[src/sv/led_pkg.sv]
// Shared types and constants for the line editor.
// No dependencies; used by every RTL file of the block except led_ram.
package led_pkg;

  // Build-time line store size
  localparam int LINE_MAX_DEF = 32;

  // Configuration port
  localparam int CFG_IDX_W  = 2;
  localparam int CFG_DATA_W = 6;
  localparam int LIM_W      = 6;

  localparam logic [CFG_IDX_W-1:0] REG_ECHO_ENABLE = 2'd0;
  localparam logic [CFG_IDX_W-1:0] REG_CR_DROP     = 2'd1;
  localparam logic [CFG_IDX_W-1:0] REG_LINE_LIMIT  = 2'd2;

  localparam logic [LIM_W-1:0] LIMIT_RESET = 6'd32;

  // Character codes
  localparam logic [7:0] CH_BS  = 8'd8;
  localparam logic [7:0] CH_LF  = 8'd10;
  localparam logic [7:0] CH_CR  = 8'd13;
  localparam logic [7:0] CH_ESC = 8'd27;
  localparam logic [7:0] CH_SP  = 8'd32;
  localparam logic [7:0] CH_DEL = 8'd127;

  typedef enum logic [3:0] {
    S_IDLE,
    S_DECODE,
    S_ECHO_CR,
    S_ECHO_C,
    S_STORE,
    S_ERASE_BS1,
    S_ERASE_SP,
    S_ERASE_BS2,
    S_LINE_RD,
    S_LINE_OUT
  } state_t;

  // Source of the byte loaded into the output register
  typedef enum logic [2:0] {
    SEL_BS,
    SEL_SP,
    SEL_CR,
    SEL_CUR,
    SEL_LINE
  } out_sel_t;

  typedef struct packed {
    logic     accept;    // latch rx_byte
    logic     to_lf;     // turn the held CR into LF
    logic     len_dec;   // erase the last stored byte
    logic     store;     // store held byte or mark overflow
    logic     clear;     // empty the line, drop overflow mark
    logic     line_start;// rewind the line read index
    logic     rd_en;     // read the line store
    logic     advance;   // step the line read index
    logic     load;      // load the output register
    out_sel_t sel;
    logic     last;
  } ctrl_cmd_t;

  typedef struct packed {
    logic is_esc;
    logic is_erase;
    logic is_cr;
    logic is_lf;
    logic len_zero;
    logic room;
    logic echo;
    logic crlf;
    logic can_load;
    logic line_end;
  } dp_status_t;

endpackage

[src/sv/led_ram.sv]
// Generic single-write, single-read RAM with registered read data.
// No dependencies.
module led_ram #(
  parameter int WIDTH = 8,
  parameter int DEPTH = 32
) (
  input  logic                     clk,
  input  logic                     we,
  input  logic [$clog2(DEPTH)-1:0] waddr,
  input  logic [WIDTH-1:0]         wdata,
  input  logic                     re,
  input  logic [$clog2(DEPTH)-1:0] raddr,
  output logic [WIDTH-1:0]         rdata
);

  logic [WIDTH-1:0] mem [DEPTH];

  // Write port and registered read port; read data holds when not enabled
  always_ff @(posedge clk) begin
    if (we) begin
      mem[waddr] <= wdata;
    end
    if (re) begin
      rdata <= mem[raddr];
    end
  end

endmodule

[src/sv/led_ctrl.sv]
// Sequencer of the line editor: decodes each byte and steps out its results.
// Depends on led_pkg; drives the datapath through ctrl_cmd_t.
module led_ctrl (
  input  logic                clk,
  input  logic                rst,
  input  logic                rx_valid,
  output logic                rx_stall,
  input  led_pkg::dp_status_t st,
  output led_pkg::ctrl_cmd_t  cmd
);

  led_pkg::state_t state, state_next;

  always_ff @(posedge clk) begin
    if (rst) begin
      state <= led_pkg::S_IDLE;
    end else begin
      state <= state_next;
    end
  end

  // Next state
  always_comb begin
    state_next = state;
    unique case (state)
      led_pkg::S_IDLE: begin
        if (rx_valid) state_next = led_pkg::S_DECODE;
      end
      led_pkg::S_DECODE: begin
        if (st.is_esc) begin
          state_next = led_pkg::S_IDLE;
        end else if (st.is_erase) begin
          state_next = (!st.len_zero && st.echo) ? led_pkg::S_ERASE_BS1 : led_pkg::S_IDLE;
        end else if (st.is_cr && st.echo) begin
          state_next = led_pkg::S_ECHO_CR;
        end else if (st.is_cr && st.crlf) begin
          state_next = led_pkg::S_IDLE;
        end else begin
          state_next = st.echo ? led_pkg::S_ECHO_C : led_pkg::S_STORE;
        end
      end
      led_pkg::S_ECHO_CR: begin
        if (st.can_load) state_next = st.crlf ? led_pkg::S_IDLE : led_pkg::S_ECHO_C;
      end
      led_pkg::S_ECHO_C: begin
        if (st.can_load) state_next = led_pkg::S_STORE;
      end
      led_pkg::S_STORE: begin
        if (st.is_lf && (st.room || !st.len_zero)) state_next = led_pkg::S_LINE_RD;
        else state_next = led_pkg::S_IDLE;
      end
      led_pkg::S_ERASE_BS1: begin
        if (st.can_load) state_next = led_pkg::S_ERASE_SP;
      end
      led_pkg::S_ERASE_SP: begin
        if (st.can_load) state_next = led_pkg::S_ERASE_BS2;
      end
      led_pkg::S_ERASE_BS2: begin
        if (st.can_load) state_next = led_pkg::S_IDLE;
      end
      led_pkg::S_LINE_RD: begin
        state_next = led_pkg::S_LINE_OUT;
      end
      led_pkg::S_LINE_OUT: begin
        if (st.can_load && st.line_end) state_next = led_pkg::S_IDLE;
      end
      default: state_next = led_pkg::S_IDLE;
    endcase
  end

  // Commands
  always_comb begin
    cmd = '0;
    cmd.sel = led_pkg::SEL_CUR;
    rx_stall = (state != led_pkg::S_IDLE);
    unique case (state)
      led_pkg::S_IDLE: begin
        cmd.accept = rx_valid;
      end
      led_pkg::S_DECODE: begin
        cmd.len_dec = st.is_erase && !st.len_zero;
        cmd.to_lf   = st.is_cr && !st.crlf;
      end
      led_pkg::S_ECHO_CR: begin
        cmd.load = st.can_load;
        cmd.sel  = led_pkg::SEL_CR;
        cmd.last = st.crlf;
      end
      led_pkg::S_ECHO_C: begin
        cmd.load = st.can_load;
        cmd.sel  = led_pkg::SEL_CUR;
        cmd.last = !(st.is_lf && (st.room || !st.len_zero));
      end
      led_pkg::S_STORE: begin
        cmd.store      = 1'b1;
        cmd.line_start = 1'b1;
        cmd.clear      = st.is_lf && !st.room && st.len_zero;
      end
      led_pkg::S_ERASE_BS1: begin
        cmd.load = st.can_load;
        cmd.sel  = led_pkg::SEL_BS;
      end
      led_pkg::S_ERASE_SP: begin
        cmd.load = st.can_load;
        cmd.sel  = led_pkg::SEL_SP;
      end
      led_pkg::S_ERASE_BS2: begin
        cmd.load = st.can_load;
        cmd.sel  = led_pkg::SEL_BS;
        cmd.last = 1'b1;
      end
      led_pkg::S_LINE_RD: begin
        cmd.rd_en = 1'b1;
      end
      led_pkg::S_LINE_OUT: begin
        cmd.load    = st.can_load;
        cmd.sel     = led_pkg::SEL_LINE;
        cmd.last    = st.line_end;
        cmd.advance = st.can_load;
        cmd.rd_en   = st.can_load && !st.line_end;
        cmd.clear   = st.can_load && st.line_end;
      end
      default: cmd = '0;
    endcase
  end

endmodule

[src/sv/led_dp.sv]
// Datapath of the line editor: config registers, held byte, line length,
// overflow mark, line store and output register. Depends on led_pkg, led_ram.
module led_dp #(
  parameter int LINE_MAX = led_pkg::LINE_MAX_DEF
) (
  input  logic                           clk,
  input  logic                           rst,
  input  logic [7:0]                     rx_byte,
  input  logic                           cfg_valid,
  input  logic [led_pkg::CFG_IDX_W-1:0]  cfg_index,
  input  logic [led_pkg::CFG_DATA_W-1:0] cfg_data,
  input  logic                           out_stall,
  output logic                           out_valid,
  output logic                           kind,
  output logic [7:0]                     out_byte,
  output logic                           truncated,
  output logic                           last,
  input  led_pkg::ctrl_cmd_t             cmd,
  output led_pkg::dp_status_t            st
);

  localparam int AW = $clog2(LINE_MAX);
  localparam int LW = $clog2(LINE_MAX + 1);

  logic                      echo_enable;
  logic                      cr_drop;
  logic [led_pkg::LIM_W-1:0] line_limit;
  logic [led_pkg::LIM_W-1:0] limit_eff;
  logic [7:0]                cur;
  logic [LW-1:0]             len;
  logic                      overflow_seen;
  logic [AW-1:0]             idx;
  logic [AW-1:0]             rd_addr;
  logic [7:0]                rd_data;
  logic                      wr_en;
  logic [7:0]                sel_byte;

  // Configuration writes; indexes past the list are ignored
  always_ff @(posedge clk) begin
    if (rst) begin
      echo_enable <= 1'b0;
      cr_drop     <= 1'b0;
      line_limit  <= led_pkg::LIMIT_RESET;
    end else if (cfg_valid) begin
      unique case (cfg_index)
        led_pkg::REG_ECHO_ENABLE: echo_enable <= cfg_data[0];
        led_pkg::REG_CR_DROP:     cr_drop     <= cfg_data[0];
        led_pkg::REG_LINE_LIMIT:  line_limit  <= cfg_data;
        default: ;
      endcase
    end
  end

  // Clamp the limit to the store depth
  assign limit_eff = (line_limit > led_pkg::LIM_W'(LINE_MAX)) ?
                     led_pkg::LIM_W'(LINE_MAX) : line_limit;

  // Hold the current byte
  always_ff @(posedge clk) begin
    if (cmd.accept) begin
      cur <= rx_byte;
    end else if (cmd.to_lf) begin
      cur <= led_pkg::CH_LF;
    end
  end

  // Line length and overflow mark
  assign wr_en = cmd.store && st.room;

  always_ff @(posedge clk) begin
    if (rst) begin
      len           <= '0;
      overflow_seen <= 1'b0;
    end else begin
      if (cmd.clear) begin
        len <= '0;
      end else if (wr_en) begin
        len <= len + LW'(1);
      end else if (cmd.len_dec) begin
        len <= len - LW'(1);
      end
      if (cmd.clear) begin
        overflow_seen <= 1'b0;
      end else if (cmd.store && !st.room) begin
        overflow_seen <= 1'b1;
      end
    end
  end

  // Line read index
  always_ff @(posedge clk) begin
    if (cmd.line_start) begin
      idx <= '0;
    end else if (cmd.advance) begin
      idx <= idx + AW'(1);
    end
  end

  // Prefetch the next entry while the current one is loaded
  assign rd_addr = cmd.advance ? idx + AW'(1) : idx;

  led_ram #(
    .WIDTH (8),
    .DEPTH (LINE_MAX)
  ) u_store (
    .clk   (clk),
    .we    (wr_en),
    .waddr (len[AW-1:0]),
    .wdata (cur),
    .re    (cmd.rd_en),
    .raddr (rd_addr),
    .rdata (rd_data)
  );

  // Select the result byte
  always_comb begin
    case (cmd.sel)
      led_pkg::SEL_BS:   sel_byte = led_pkg::CH_BS;
      led_pkg::SEL_SP:   sel_byte = led_pkg::CH_SP;
      led_pkg::SEL_CR:   sel_byte = led_pkg::CH_CR;
      led_pkg::SEL_LINE: sel_byte = rd_data;
      default:           sel_byte = cur;
    endcase
  end

  // Output register
  always_ff @(posedge clk) begin
    if (rst) begin
      out_valid <= 1'b0;
    end else if (cmd.load) begin
      out_valid <= 1'b1;
    end else if (!out_stall) begin
      out_valid <= 1'b0;
    end
  end

  always_ff @(posedge clk) begin
    if (cmd.load) begin
      kind      <= (cmd.sel == led_pkg::SEL_LINE);
      out_byte  <= sel_byte;
      truncated <= (cmd.sel == led_pkg::SEL_LINE) && overflow_seen;
      last      <= cmd.last;
    end
  end

  // Status to the sequencer
  always_comb begin
    st.is_esc   = (cur == led_pkg::CH_ESC);
    st.is_erase = (cur == led_pkg::CH_BS) || (cur == led_pkg::CH_DEL);
    st.is_cr    = (cur == led_pkg::CH_CR);
    st.is_lf    = (cur == led_pkg::CH_LF);
    st.len_zero = (len == '0);
    st.room     = (led_pkg::LIM_W'(len) < limit_eff);
    st.echo     = echo_enable;
    st.crlf     = cr_drop;
    st.can_load = !out_valid || !out_stall;
    st.line_end = ((LW'(idx) + LW'(1)) == len);
  end

endmodule

[src/sv/line_editor_with_echo.sv]
// Top level of the terminal line editor with echo.
// Depends on led_pkg, led_ctrl, led_dp (and led_ram below it).

// Takes one received byte at a time, echoes it if echo is enabled and
// builds a line of up to LINE_MAX bytes; on line feed the stored line
// streams out with a last mark. One byte is taken per pass of the
// sequencer: it is accepted, decoded, echoed as the mode asks and stored,
// and a completed line is read from the store and sent one stored byte at
// a time, all as the output register frees up. Progress is set by the
// single output register, which the sequencer fills one result a cycle
// while out_stall allows, and by the line store's registered read port.
// Configuration writes are always ready and must be issued only while no
// byte is in progress.
module line_editor_with_echo #(
  parameter int LINE_MAX = led_pkg::LINE_MAX_DEF
) (
  input  logic                           clk,
  input  logic                           rst,
  input  logic                           rx_valid,
  output logic                           rx_stall,
  input  logic [7:0]                     rx_byte,
  output logic                           out_valid,
  input  logic                           out_stall,
  output logic                           kind,
  output logic [7:0]                     out_byte,
  output logic                           truncated,
  output logic                           last,
  input  logic                           cfg_valid,
  output logic                           cfg_ready,
  input  logic [led_pkg::CFG_IDX_W-1:0]  cfg_index,
  input  logic [led_pkg::CFG_DATA_W-1:0] cfg_data
);

  led_pkg::ctrl_cmd_t  cmd;
  led_pkg::dp_status_t st;

  // Registers take every write
  assign cfg_ready = 1'b1;

  led_ctrl u_ctrl (
    .clk      (clk),
    .rst      (rst),
    .rx_valid (rx_valid),
    .rx_stall (rx_stall),
    .st       (st),
    .cmd      (cmd)
  );

  led_dp #(
    .LINE_MAX (LINE_MAX)
  ) u_dp (
    .clk       (clk),
    .rst       (rst),
    .rx_byte   (rx_byte),
    .cfg_valid (cfg_valid),
    .cfg_index (cfg_index),
    .cfg_data  (cfg_data),
    .out_stall (out_stall),
    .out_valid (out_valid),
    .kind      (kind),
    .out_byte  (out_byte),
    .truncated (truncated),
    .last      (last),
    .cmd       (cmd),
    .st        (st)
  );

endmodule

[config.mk]
export PLATFORM = sky130hd
export DESIGN_NAME = line_editor_with_echo
export DESIGN_NICKNAME = d
export VERILOG_FILES = /design/src/sv/led_pkg.sv /design/src/sv/led_ram.sv /design/src/sv/led_ctrl.sv /design/src/sv/led_dp.sv /design/src/sv/line_editor_with_echo.sv
export SDC_FILE = /design/constraint.sdc
export NUM_CORES = 1
export LEC_CHECK = 0
export BUFFER_PORTS_ARGS = -buffer_cell sky130_fd_sc_hd__buf_2
export CELL_PAD_IN_SITES_DETAIL_PLACEMENT = 0
export CELL_PAD_IN_SITES_GLOBAL_PLACEMENT = 2
export CORE_ASPECT_RATIO = 1.2
export CORE_MARGIN = 4
export CORE_UTILIZATION = 30
export CTS_CLUSTER_SIZE = 30
export DETAILED_ROUTE_END_ITERATION = 12
export GPL_ROUTABILITY_DRIVEN = 1
export PLACE_DENSITY = 0.66
export SLEW_MARGIN = 10
export SYNTH_ARGS = -nofsm -noshare
export SYNTH_HDL_FRONTEND = slang
export SYNTH_SLANG_ARGS = --single-unit
export TNS_END_PERCENT = 100
[constraint.sdc]
create_clock -name clk -period 2.9 [get_ports clk]
set_input_delay 0.145 -clock clk [delete_from_list [all_inputs] [get_ports clk]]
set_output_delay 0.145 -clock clk [all_outputs]
set_load 0.01 [all_outputs]
* Yosys cells after proc, flatten, opt, wreduce, memory -nomap -nowiden
Memories as Yosys holds them, arrays and structs flattened. A register that Yosys moved wholly into a read port is not among the register bits. Cells that the tools add are included.
Word-level totals: flip-flop bits (word level) 44, bits in writable memories 256, bits of input ports 21, output and inout bits 14, word-level logic and storage cells 120, memories kept 1
Memories:
- u_dp.u_store.mem | words 32, width 8, read ports 1, clocked after memory_dff 1, wr ports 1, RTL line led_ram.sv:16 | logic [WIDTH-1:0] mem [DEPTH];
Cells by class: add/sub/neg operators 4, order comparisons 2, equality and inequality tests 28, muxes and demuxes 35, reductions and logical operators 37
Operator list (count):
- two-way mux 4 bit | 12
- case mux 4 bit (10 select lines) | 1
- case mux 8 bit (4 select lines) | 1
- equality test 8 x 4 -> 1 bit, second input constant | 3
- case mux 4 bit (6 select lines) | 1
- two-way mux 6 bit | 3
- equality test 4 x 3 -> 1 bit, second input constant | 4
- two-way mux 8 bit | 2
- != test 2 x 1 -> 1 bit, second input constant | 7
- logical AND 1 bit | 13
- equality test 4 x 2 -> 1 bit, second input constant | 2
- equality test 4 bit, second input constant | 2
- equality test 8 x 5 -> 1 bit, second input constant | 1
- equality test 8 x 7 -> 1 bit, second input constant | 1
- zero test 1 bit | 7
- two-way mux 1 bit | 7
- AND reduction 7 bit | 1
- adder 5 x 1 -> 6 bit, second input constant | 1
- adder 6 x 1 -> 6 bit, second input constant | 1
- equality test 6 bit | 1
- greater-than comparator 6 bit, second input constant | 1
- zero test 6 bit | 1
- less-than comparator 6 bit | 1
- two-way mux 3 bit | 2
- 22 further kinds | 30

* Depth between registers and ports, before layout
Gate-level depths: netlist (run 1).
word-level depth 8, gate-level depth with buffers 15, gate-level depth less buffers 15

* Cells and area by module
From an unflattened synthesis (run 1), not the netlist that was laid out.
Unflattened totals: cell total of the unflattened synthesis 709, area, all modules 12879.9 um^2
Modules (own cells, without submodules):
- led_ram | times used 1, cells each 417, area an instance 10133.5 um^2, sequential area each 7927.6 um^2
- led_dp | times used 1, cells each 215, area an instance 2184.6 um^2, sequential area each 991.0 um^2
- led_ctrl | times used 1, cells each 75, area an instance 550.5 um^2, sequential area each 80.1 um^2
- line_editor_with_echo | times used 1, cells each 2, area an instance 11.3 um^2, sequential area each 0.0 um^2

* Worst setup path before layout (run 1)
No wires, ideal clock.
path type reg2reg, start register u_dp.line_limit[5] (netlist bit), end register u_dp.len[5], library setup time 66 ps, arrival time 3007 ps, data required time 2834 ps, slack -174 ps, stages on the path, launching flop included 16, buffers on the path 0, clock period less this slack 3074 ps, path through dfxtp_1 inv_1 nand2_1 ha_1 a21o_1 a21oi_1 o221ai_2 nor2_1 inv_1 ha_1 a211oi_1 o21bai_1 a21o_1 nor3b_1 or3_1 a21oi_2
Between the ends: word-level cells in the longest chain between the ends 8, elaborated cells between the ends (all ways) 11, those cells by class order compare: 2; mux: 3; reduce/logical: 6
Ends and longest elaborated chain:
- from (decl) | RTL line led_dp.sv:27 | logic [led_pkg::LIM_W-1:0] line_limit;
- from (signal assigned) | RTL line led_dp.sv:43 | line_limit <= led_pkg::LIMIT_RESET;
- from (signal assigned) | RTL line led_dp.sv:48 | led_pkg::REG_LINE_LIMIT: line_limit <= cfg_data;
- greater-than comparator 6 bit | RTL line led_dp.sv:55 | assign limit_eff = (line_limit > led_pkg::LIM_W'(LINE_MAX)) ?
- two-way mux 6 bit * | RTL line led_dp.sv:55
- less-than comparator 6 bit * | RTL line led_dp.sv:153 | st.room = (led_pkg::LIM_W'(len) < limit_eff);
- zero test 1 bit | RTL line led_ctrl.sv:97 | cmd.clear = st.is_lf && !st.room && st.len_zero;
- logical AND 1 bit (2 in series) | RTL line led_ctrl.sv:97
- case mux 1 bit (2 select lines) | RTL line led_ctrl.sv:76 | unique case (state)
- OR reduction 2 bit (no source line)
- to (signal assigned) | RTL line led_dp.sv:78 | len <= len + LW'(1);
- to (signal assigned) | RTL line led_dp.sv:80 | len <= len - LW'(1);
- to (decl) | RTL line led_dp.sv:30 | logic [LW-1:0] len;
Every way passes the cells marked *; elsewhere a longest branch is shown, timed or not. A chain may end at the register's enable or synchronous reset.

* Worst setup path after layout (run 1)
start register u_dp.idx[0], end register u_dp.u_store.rdata[5], read port of u_dp.u_store.mem (data pin)
Between the ends: word-level cells in the longest chain between the ends 5, elaborated cells between the ends (all ways) 7, those cells by class add/sub: 2; eq/ne: 1; mux: 2; reduce/logical: 2
Ends and longest elaborated chain:
- from (decl) | RTL line led_dp.sv:32 | logic [AW-1:0] idx;
- from (signal assigned) | RTL line led_dp.sv:95 | idx <= idx + AW'(1);
- adder 5 x 1 -> 6 bit | RTL line led_dp.sv:157 | st.line_end = ((LW'(idx) + LW'(1)) == len);
- equality test 6 bit | RTL line led_dp.sv:157
- zero test 1 bit | RTL line led_ctrl.sv:120 | cmd.rd_en = st.can_load && !st.line_end;
- logical AND 1 bit | RTL line led_ctrl.sv:120
- case mux 1 bit (2 select lines) | RTL line led_ctrl.sv:76
- to (decl) | RTL line led_ram.sv:13 | output logic [WIDTH-1:0] rdata
Several ways; a longest one is shown, not always the timed one.

==> results of run 1 <==
[timing repair]
item	4_1_cts	5_1_grt
resized for setup	14	15
setup endpoints to repair	15	9
setup buffers	0	0
hold endpoints to repair	17	0
gates cloned	0	0
pin swaps	1	3
hold buffers	23	0
[how the worst min path moves through the flow]
stage | startpoint | endpoint | slack, ns | cells after the start
4_1_cts | out_stall | u_dp.out_valid | 0.08 | 3
6_report | out_stall | u_dp.out_valid | 0.11 | 3
5_1_grt | rx_valid | u_dp.cur[3] | 0.15 | 3
3_5_place_dp | cfg_data[4] | u_dp.line_limit[4] | 0.39 | 3
2_1_floorplan | rst | u_ctrl.state[3] | 0.25 | 1
3_3_place_gp | cfg_data[1] | u_dp.line_limit[1] | 0.38 | 3
[worst register-to-register path: cells and delay by family (launching register included)]
kind | cells | cell delay (ns)
buf+inv | 4 | 0.91
mux | 2 | 0.47
compound gates | 2 | 0.45
flops | 1 | 0.36
simple gates | 1 | 0.34
[cells in the mapped netlist, drive strengths merged, types with 5 or more instances]
master	count
a2111oi	58
a211oi	63
a21oi	21
a22o	6
a31oi	6
and2	10
and3	9
buf	59
clkbuf	28
dfxtp	25
edfxtp	283
ha	10
inv	18
mux2	116
mux2i	86
mux4	8
nand2	29
nand2b	5
nand3	13
nor2	79
nor2b	62
nor3	5
nor4	16
o21ai	15
o22ai	64
xnor2	9
[report_power, final]
group	switching [mW]	internal [mW]	leakage [nW]
clock	1.86	2.50	0.533
sequential	0.153	5.34	2.75
combinational	3.21	2.59	3.08
total	5.22	10.4	6.36
[stage by stage]
| stage | hold WS [ns] | instance area, um2 | setup slack (ns) |
|---|---|---|---|
| floorplan | 0.248 | 15500 | 0.000234 |
| global placement | 0.375 | 17500 | -0.273 |
| detailed placement | 0.387 | 17500 | -0.247 |
| CTS | 0.0844 | 18900 | 0.00243 |
| global route | 0.154 | 19000 | -0.0454 |
| finish | 0.112 | 19000 | 0.115 |
[routing by layer]
layer	part of all wire	GRT usage	up-vias	routed length [um]
met5	0	0	-	0
met2	0.51	0.286	205	23200
li1	-	-	5023	-
met4	0.030	0.0528	0	1370
met1	0.42	0.198	5401	19300
met3	0.041	0.0325	64	1890
[cell families (layout without fill, tap and decap cells)]
family	Yosys count	count (layout)	synth area share
and+or+nand+nor	249	249	0.0856
muxes	210	210	0.151
other	1	1	0.000242
DFF	308	308	0.580
AOI/OAI and AO/OA	273	273	0.130
buffers and inverters	105	310	0.0357
adders and majority gates	11	11	0.00936
xor gates and xnor gates	13	13	0.00782
[sequential cells by signal, indices dropped and copies added (netlist names)]
name                count
u_dp.cur                8
u_dp.len                6
u_dp.truncated          1
u_dp.overflow_seen      1
u_dp.out_byte           8
u_dp.out_valid          1
u_dp.cr_drop            1
u_dp.line_limit         6
u_dp.u_store.rdata      8
u_dp.u_store.mem      256
u_ctrl.state            4
u_dp.kind               1
u_dp.echo_enable        1
u_dp.idx                5
u_dp.last               1
[cell type report]
type / instances / area [um2]
flip-flops and latches: 308 / 9000
well taps: 651 / 815
fillers: 4934 / 32200
multi-input cells: 757 / 6120
clock inverters: 22 / 166
inverters: 18 / 67.6
clock buffers: 40 / 937
repair buffers: 230 / 1880
==> impl_metrics.json, run 1 <==
{
  "area_delta_synth_final_pct": 22.4,
  "nets": 1383,
  "die_area_um2": 55400,
  "cp.depth": 9,
  "synth_seq_cells": 308,
  "drtPass1Iterations": 5,
  "drc": 0,
  "final_cell_mix": "edfxtp_1 (283), buf_4 (159), mux2_2 (116)",
  "antenna_found_initial": 0,
  "ys.flop_type": "edfxtp_1",
  "die_h_um": 257,
  "instances_no_fill": 2026,
  "syn_area_um2": 15500,
  "crit_top_cell": "buf_4",
  "port_buffers": 33,
  "synth_edf_count": 283,
  "path_class": "flop to flop",
  "die_w_um": 216,
  "period_minus_slack_ns": 2.78,
  "clk_latency_ns": 0.56,
  "final_common_cell": "edfxtp_1",
  "synth_top_area_frac": 0.548,
  "cpPeakStageDelay_ns": 0.36,
  "finClkSkew_ns": 0.0270,
  "cp_max_fo": 54,
  "viasPerCell": 5.28,
  "coreArea_um2": 51200,
  "post_drt_wl_per_cell_um": 22.6,
  "wl_mm": 45.8,
  "endpoint": "u_dp.u_store.rdata[5]",
  "dp_cells": 1941,
  "hold_viol": 0,
  "gp_congestion": 0.785,
  "total_power_mw": 15.7,
  "drive_gt1_frac": 0.305,
  "crit_path_start": "u_dp.idx[0]",
  "grt_pass1_wl_mm": 68.1,
  "dp_hpwl_mm": 31.2,
  "clk_pin_slew_ns": 0.06,
  "diodes": 0,
  "maxSlewViolCount": 0,
  "cellLeakagePower_nw": 6.36,
  "critPathCaptureType": "flop",
  "fin_tns_setup_ns": 0,
  "cts_tree": "yes",
  "worst_slew_pin_slew_ns": 0.849,
  "async_reset_ff_frac": 0,
  "synth_nets": 1202,
  "peakVddDrop_mv": 0.421,
  "reg2regPathDepth": 9,
  "drtIter0Drc": 576,
  "postRouteAntennaNets": 0,
  "synth-seq-area-share": 0.580,
  "syn_area_per_cell_um2": 13.3,
  "slowest_stage": "dfxtp_4",
  "hp-class": "input pin to flop",
  "htreeDepth": 2,
  "setup_viol": 0,
  "start_kind": "flop",
  "synth_cells": 1170,
  "critPathRequiredTime_ns": 3.20,
  "yosys_warnings": 0,
  "start_util": 0.303,
  "grt_overflow_total": 0,
  "cts_buffer_depth": 3,
  "power.density_nw_per_um2": 825,
  "worst-path-buf-inv": 4,
  "rrSetupSlack_ns": 0.12,
  "rows": 91,
  "maxCapViolCount": 0,
  "yosys.cell_types.count": 78,
  "grt_max_degree": 57,
  "synth_largest_area_cell": "edfxtp_1",
  "fmax_mhz": 359,
  "synth_area_leaders": "edfxtp_1 (55%), mux2_2 (8.4%), mux2i_1 (5.5%), a2111oi_0 (3.3%), dfxtp_1 (3.2%)",
  "regToRegStartpoint": "u_dp.idx[0]",
  "vias": 10700,
  "finalCritPeriodShare": 0.960,
  "boundaryPins": 35,
  "cts_root_buf": "clkbuf_16",
  "status": "completed",
  "slew_headroom": 0.420,
  "grtUsageTotal": 0.162,
  "crit_chain": "buf_4, buf_12, buf_4, mux2_2, o22ai_1, a2111oi_0, nor4_1, mux2i_1, buf_4",
  "reg2reg_to": "u_dp.u_store.rdata[5]",
  "fin_util": 0.371,
  "crit_family": "buffers and inverters",
  "crit_arrival_ns": 3.09,
  "clock-sinks": 308,
  "grt_pass1_vias": 10900,
  "cts_buffers": 36
}
(Power assumes the default switching activity.)
==> run 2: changes to the inputs <==
CORE_ASPECT_RATIO = not set   (was 1.2)
PLACE_DENSITY = not set   (was 0.66)
PLACE_DENSITY_LB_ADDON = 0.12   (was not set)
==> run 2 against run 1 <==
Effect of this change:
- combinational power about the same
- global-route usage up 1.0 points
- worst hold slack improved by 0.023 ns
- sequential share of layout area rose by 0.15 points
- cell area shrank 0.32%
- sequential cell count stayed put
- critical path type unchanged
- largest power group unchanged
==> impl_metrics.json, run 2 (synthesis results as in run 1) <==
{
  "status": "completed",
  "drtIter0Drc": 598,
  "cp.depth": 15,
  "worst_slew_pin_slew_ns": 1.01,
  "p_comb_frac": 0.368,
  "cts_setup_buffers": 0,
  "boundaryPins": 35,
  "switching_power_mw": 5.35,
  "cpPeakStageDelay_ns": 0.35,
  "die_area_um2": 55400,
  "cts_root_buf": "clkbuf_16",
  "postRouteAntennaNets": 0,
  "fin_tns_setup_ns": 0,
  "cts_buffers": 39,
  "period_minus_slack_ns": 2.81,
  "crit_arrival_ns": 3.30,
  "hold_viol": 0,
  "start_kind": "flop",
  "post_drt_wl_per_cell_um": 23.8,
  "regToRegStartpoint": "u_dp.line_limit[5]",
  "top_register": "u_dp.u_store.mem",
  "drtPass1Iterations": 5,
  "internal-power_mw": 10.4,
  "p_clk_frac": 0.287,
  "rrSetupSlack_ns": 0.09,
  "reg2reg_to": "u_dp.len[5]",
  "coreArea_um2": 51300,
  "rows": 83,
  "die_w_um": 235,
  "htreeDepth": 2,
  "setup_viol": 0,
  "port_buffers": 33,
  "vias": 10600,
  "p_sw_frac": 0.339,
  "finalCritPeriodShare": 0.968,
  "endpoint": "u_dp.len[5]",
  "critPathCaptureType": "flop",
  "clock-sinks": 308,
  "cellLeakagePower_nw": 6.34,
  "clk_pin_slew_ns": 0.05,
  "cts_buffer_depth": 3,
  "nets": 1376,
  "finClkSkew_ns": 0.0234,
  "grt_pass1_vias": 10800,
  "worst_slack_ns": 0.0937,
  "worst-path-buf-inv": 2,
  "grt_pass1_wl_mm": 72.0,
  "wl_mm": 48.9,
  "rsz0062_at_grt": "yes",
  "gp_congestion": 0.777,
  "maxSlewViolCount": 0,
  "slew_headroom": 0.323,
  "diodes": 0,
  "drc": 0,
  "grt_max_degree": 68,
  "start_util": 0.302,
  "antenna_found_initial": 0,
  "die_h_um": 235,
  "slowest_stage": "or3_1",
  "drive_gt1_frac": 0.293,
  "cts_tree": "yes",
  "crit_chain": "inv_2, nand2_1, ha_1, a21o_1, a21oi_2, o221ai_2, nor2_4, inv_2, ha_1, a211oi_2, o21bai_1, a21o_1, nor3b_1, or3_1, a21oi_2",
  "place_ws_ns": -0.0592,
  "peakVddDrop_mv": 0.367,
  "power.density_nw_per_um2": 834,
  "hp-class": "input pin to flop",
  "grt_overflow_total": 0,
  "crit_family": "compound AO/OA/AOI/OAI gates",
  "cp_max_fo": 3,
  "fmax_mhz": 356,
  "reg2regPathDepth": 15,
  "grtUsageTotal": 0.172,
  "viasPerCell": 5.17,
  "critPathRequiredTime_ns": 3.39,
  "maxCapViolCount": 0,
  "largest_reg_flops": 256,
  "clk_latency_ns": 0.56,
  "final_common_cell": "edfxtp_1",
  "area_delta_synth_final_pct": 22.0,
  "final_cell_mix": "edfxtp_1 (283), buf_4 (151), mux2_2 (116)",
  "seqPwrFrac": 0.345,
  "dp_hpwl_mm": 32.4,
  "path_class": "flop to flop",
  "crit_path_start": "u_dp.line_limit[5]"
}
run 2: cell count changes in the layout (fill, tap and decap cells not counted), sizes merged:
| cell | change |
|---|---|
| clkinv | -1 |
| inv | -1 |
| clkbuf | +12 |
| clkinvlp | -2 |
| buf | -10 |
| bufinv | -1 |
run 2: per-layer routing:
metal / up-vias / share of wire / track usage
met5: - / 0 / 0
met4: 0 / 0.024 / 0.0505
met3: 67 / 0.030 / 0.0224
met2: 141 / 0.48 / 0.291
met1: 5386 / 0.46 / 0.233
li1: 5012 / - / -
run 2: layout make-up:
class	count	area (um2)
multi-input cells	757	6040
well taps	680	851
fillers	4995	32400
repair buffers	220	1790
clock inverters	17	116
inverters	18	67.6
clock buffers	52	1060
flip-flops and latches	308	9000
run 2: how the worst min path moves through the flow:
stage,cells past startpoint,endpoint,slack (ns),start
6_report,3,u_dp.out_valid,0.13,out_stall
3_5_place_dp,3,u_dp.line_limit[4],0.40,cfg_data[4]
3_3_place_gp,3,u_dp.line_limit[4],0.39,cfg_data[4]
5_1_grt,3,u_dp.out_valid,0.13,out_stall
2_1_floorplan,1,u_ctrl.state[3],0.25,rst
4_1_cts,3,u_dp.out_valid,0.10,out_stall
run 2: per-stage QoR:
step | power [mW] | cells | util | hold slack (ns) | area (um2)
5_1_grt | 16.6 | 2052 | 0.369 | 0.128 | 18900
2_1_floorplan | 9.26 | 1170 | - | 0.248 | 15500
6_report | 15.8 | 2052 | 0.369 | 0.135 | 18900
4_1_cts | 16.0 | 2052 | 0.368 | 0.101 | 18900
3_5_place_dp | 11.3 | 1960 | 0.341 | 0.398 | 17500
3_3_place_gp | 11.3 | 1960 | 0.341 | 0.392 | 17500
run 2: power groups by stage:
| stage | clock network (mW) | logic [mW] | registers (mW) |
|---|---|---|---|
| final | 4.53 | 5.81 | 5.45 |
| after global routing | 4.85 | 6.29 | 5.47 |
| after CTS | 4.69 | 5.85 | 5.45 |
| after detailed placement | 0 | 5.79 | 5.54 |
| after global placement | 0 | 5.76 | 5.54 |
| after floorplan | 0 | 3.59 | 5.67 |
run 2: worst register-to-register path: stages, from the launching register on:
cell and delay [ns]:
dfxtp_1 0.32, inv_2 0.06, nand2_1 0.05, ha_1 0.28, a21o_1 0.17, a21oi_2 0.14
o221ai_2 0.14, nor2_4 0.11, inv_2 0.05, ha_1 0.30, a211oi_2 0.19, o21bai_1 0.11
a21o_1 0.20, nor3b_1 0.14, or3_1 0.35, a21oi_2 0.11
run 2: what timing repair did:
item	in CTS	in global routing
setup endpoints to repair	2	6
endpoints found under the hold margin	17	0
resized for setup	3	6
hold buffers	23	0
pin swaps	0	3
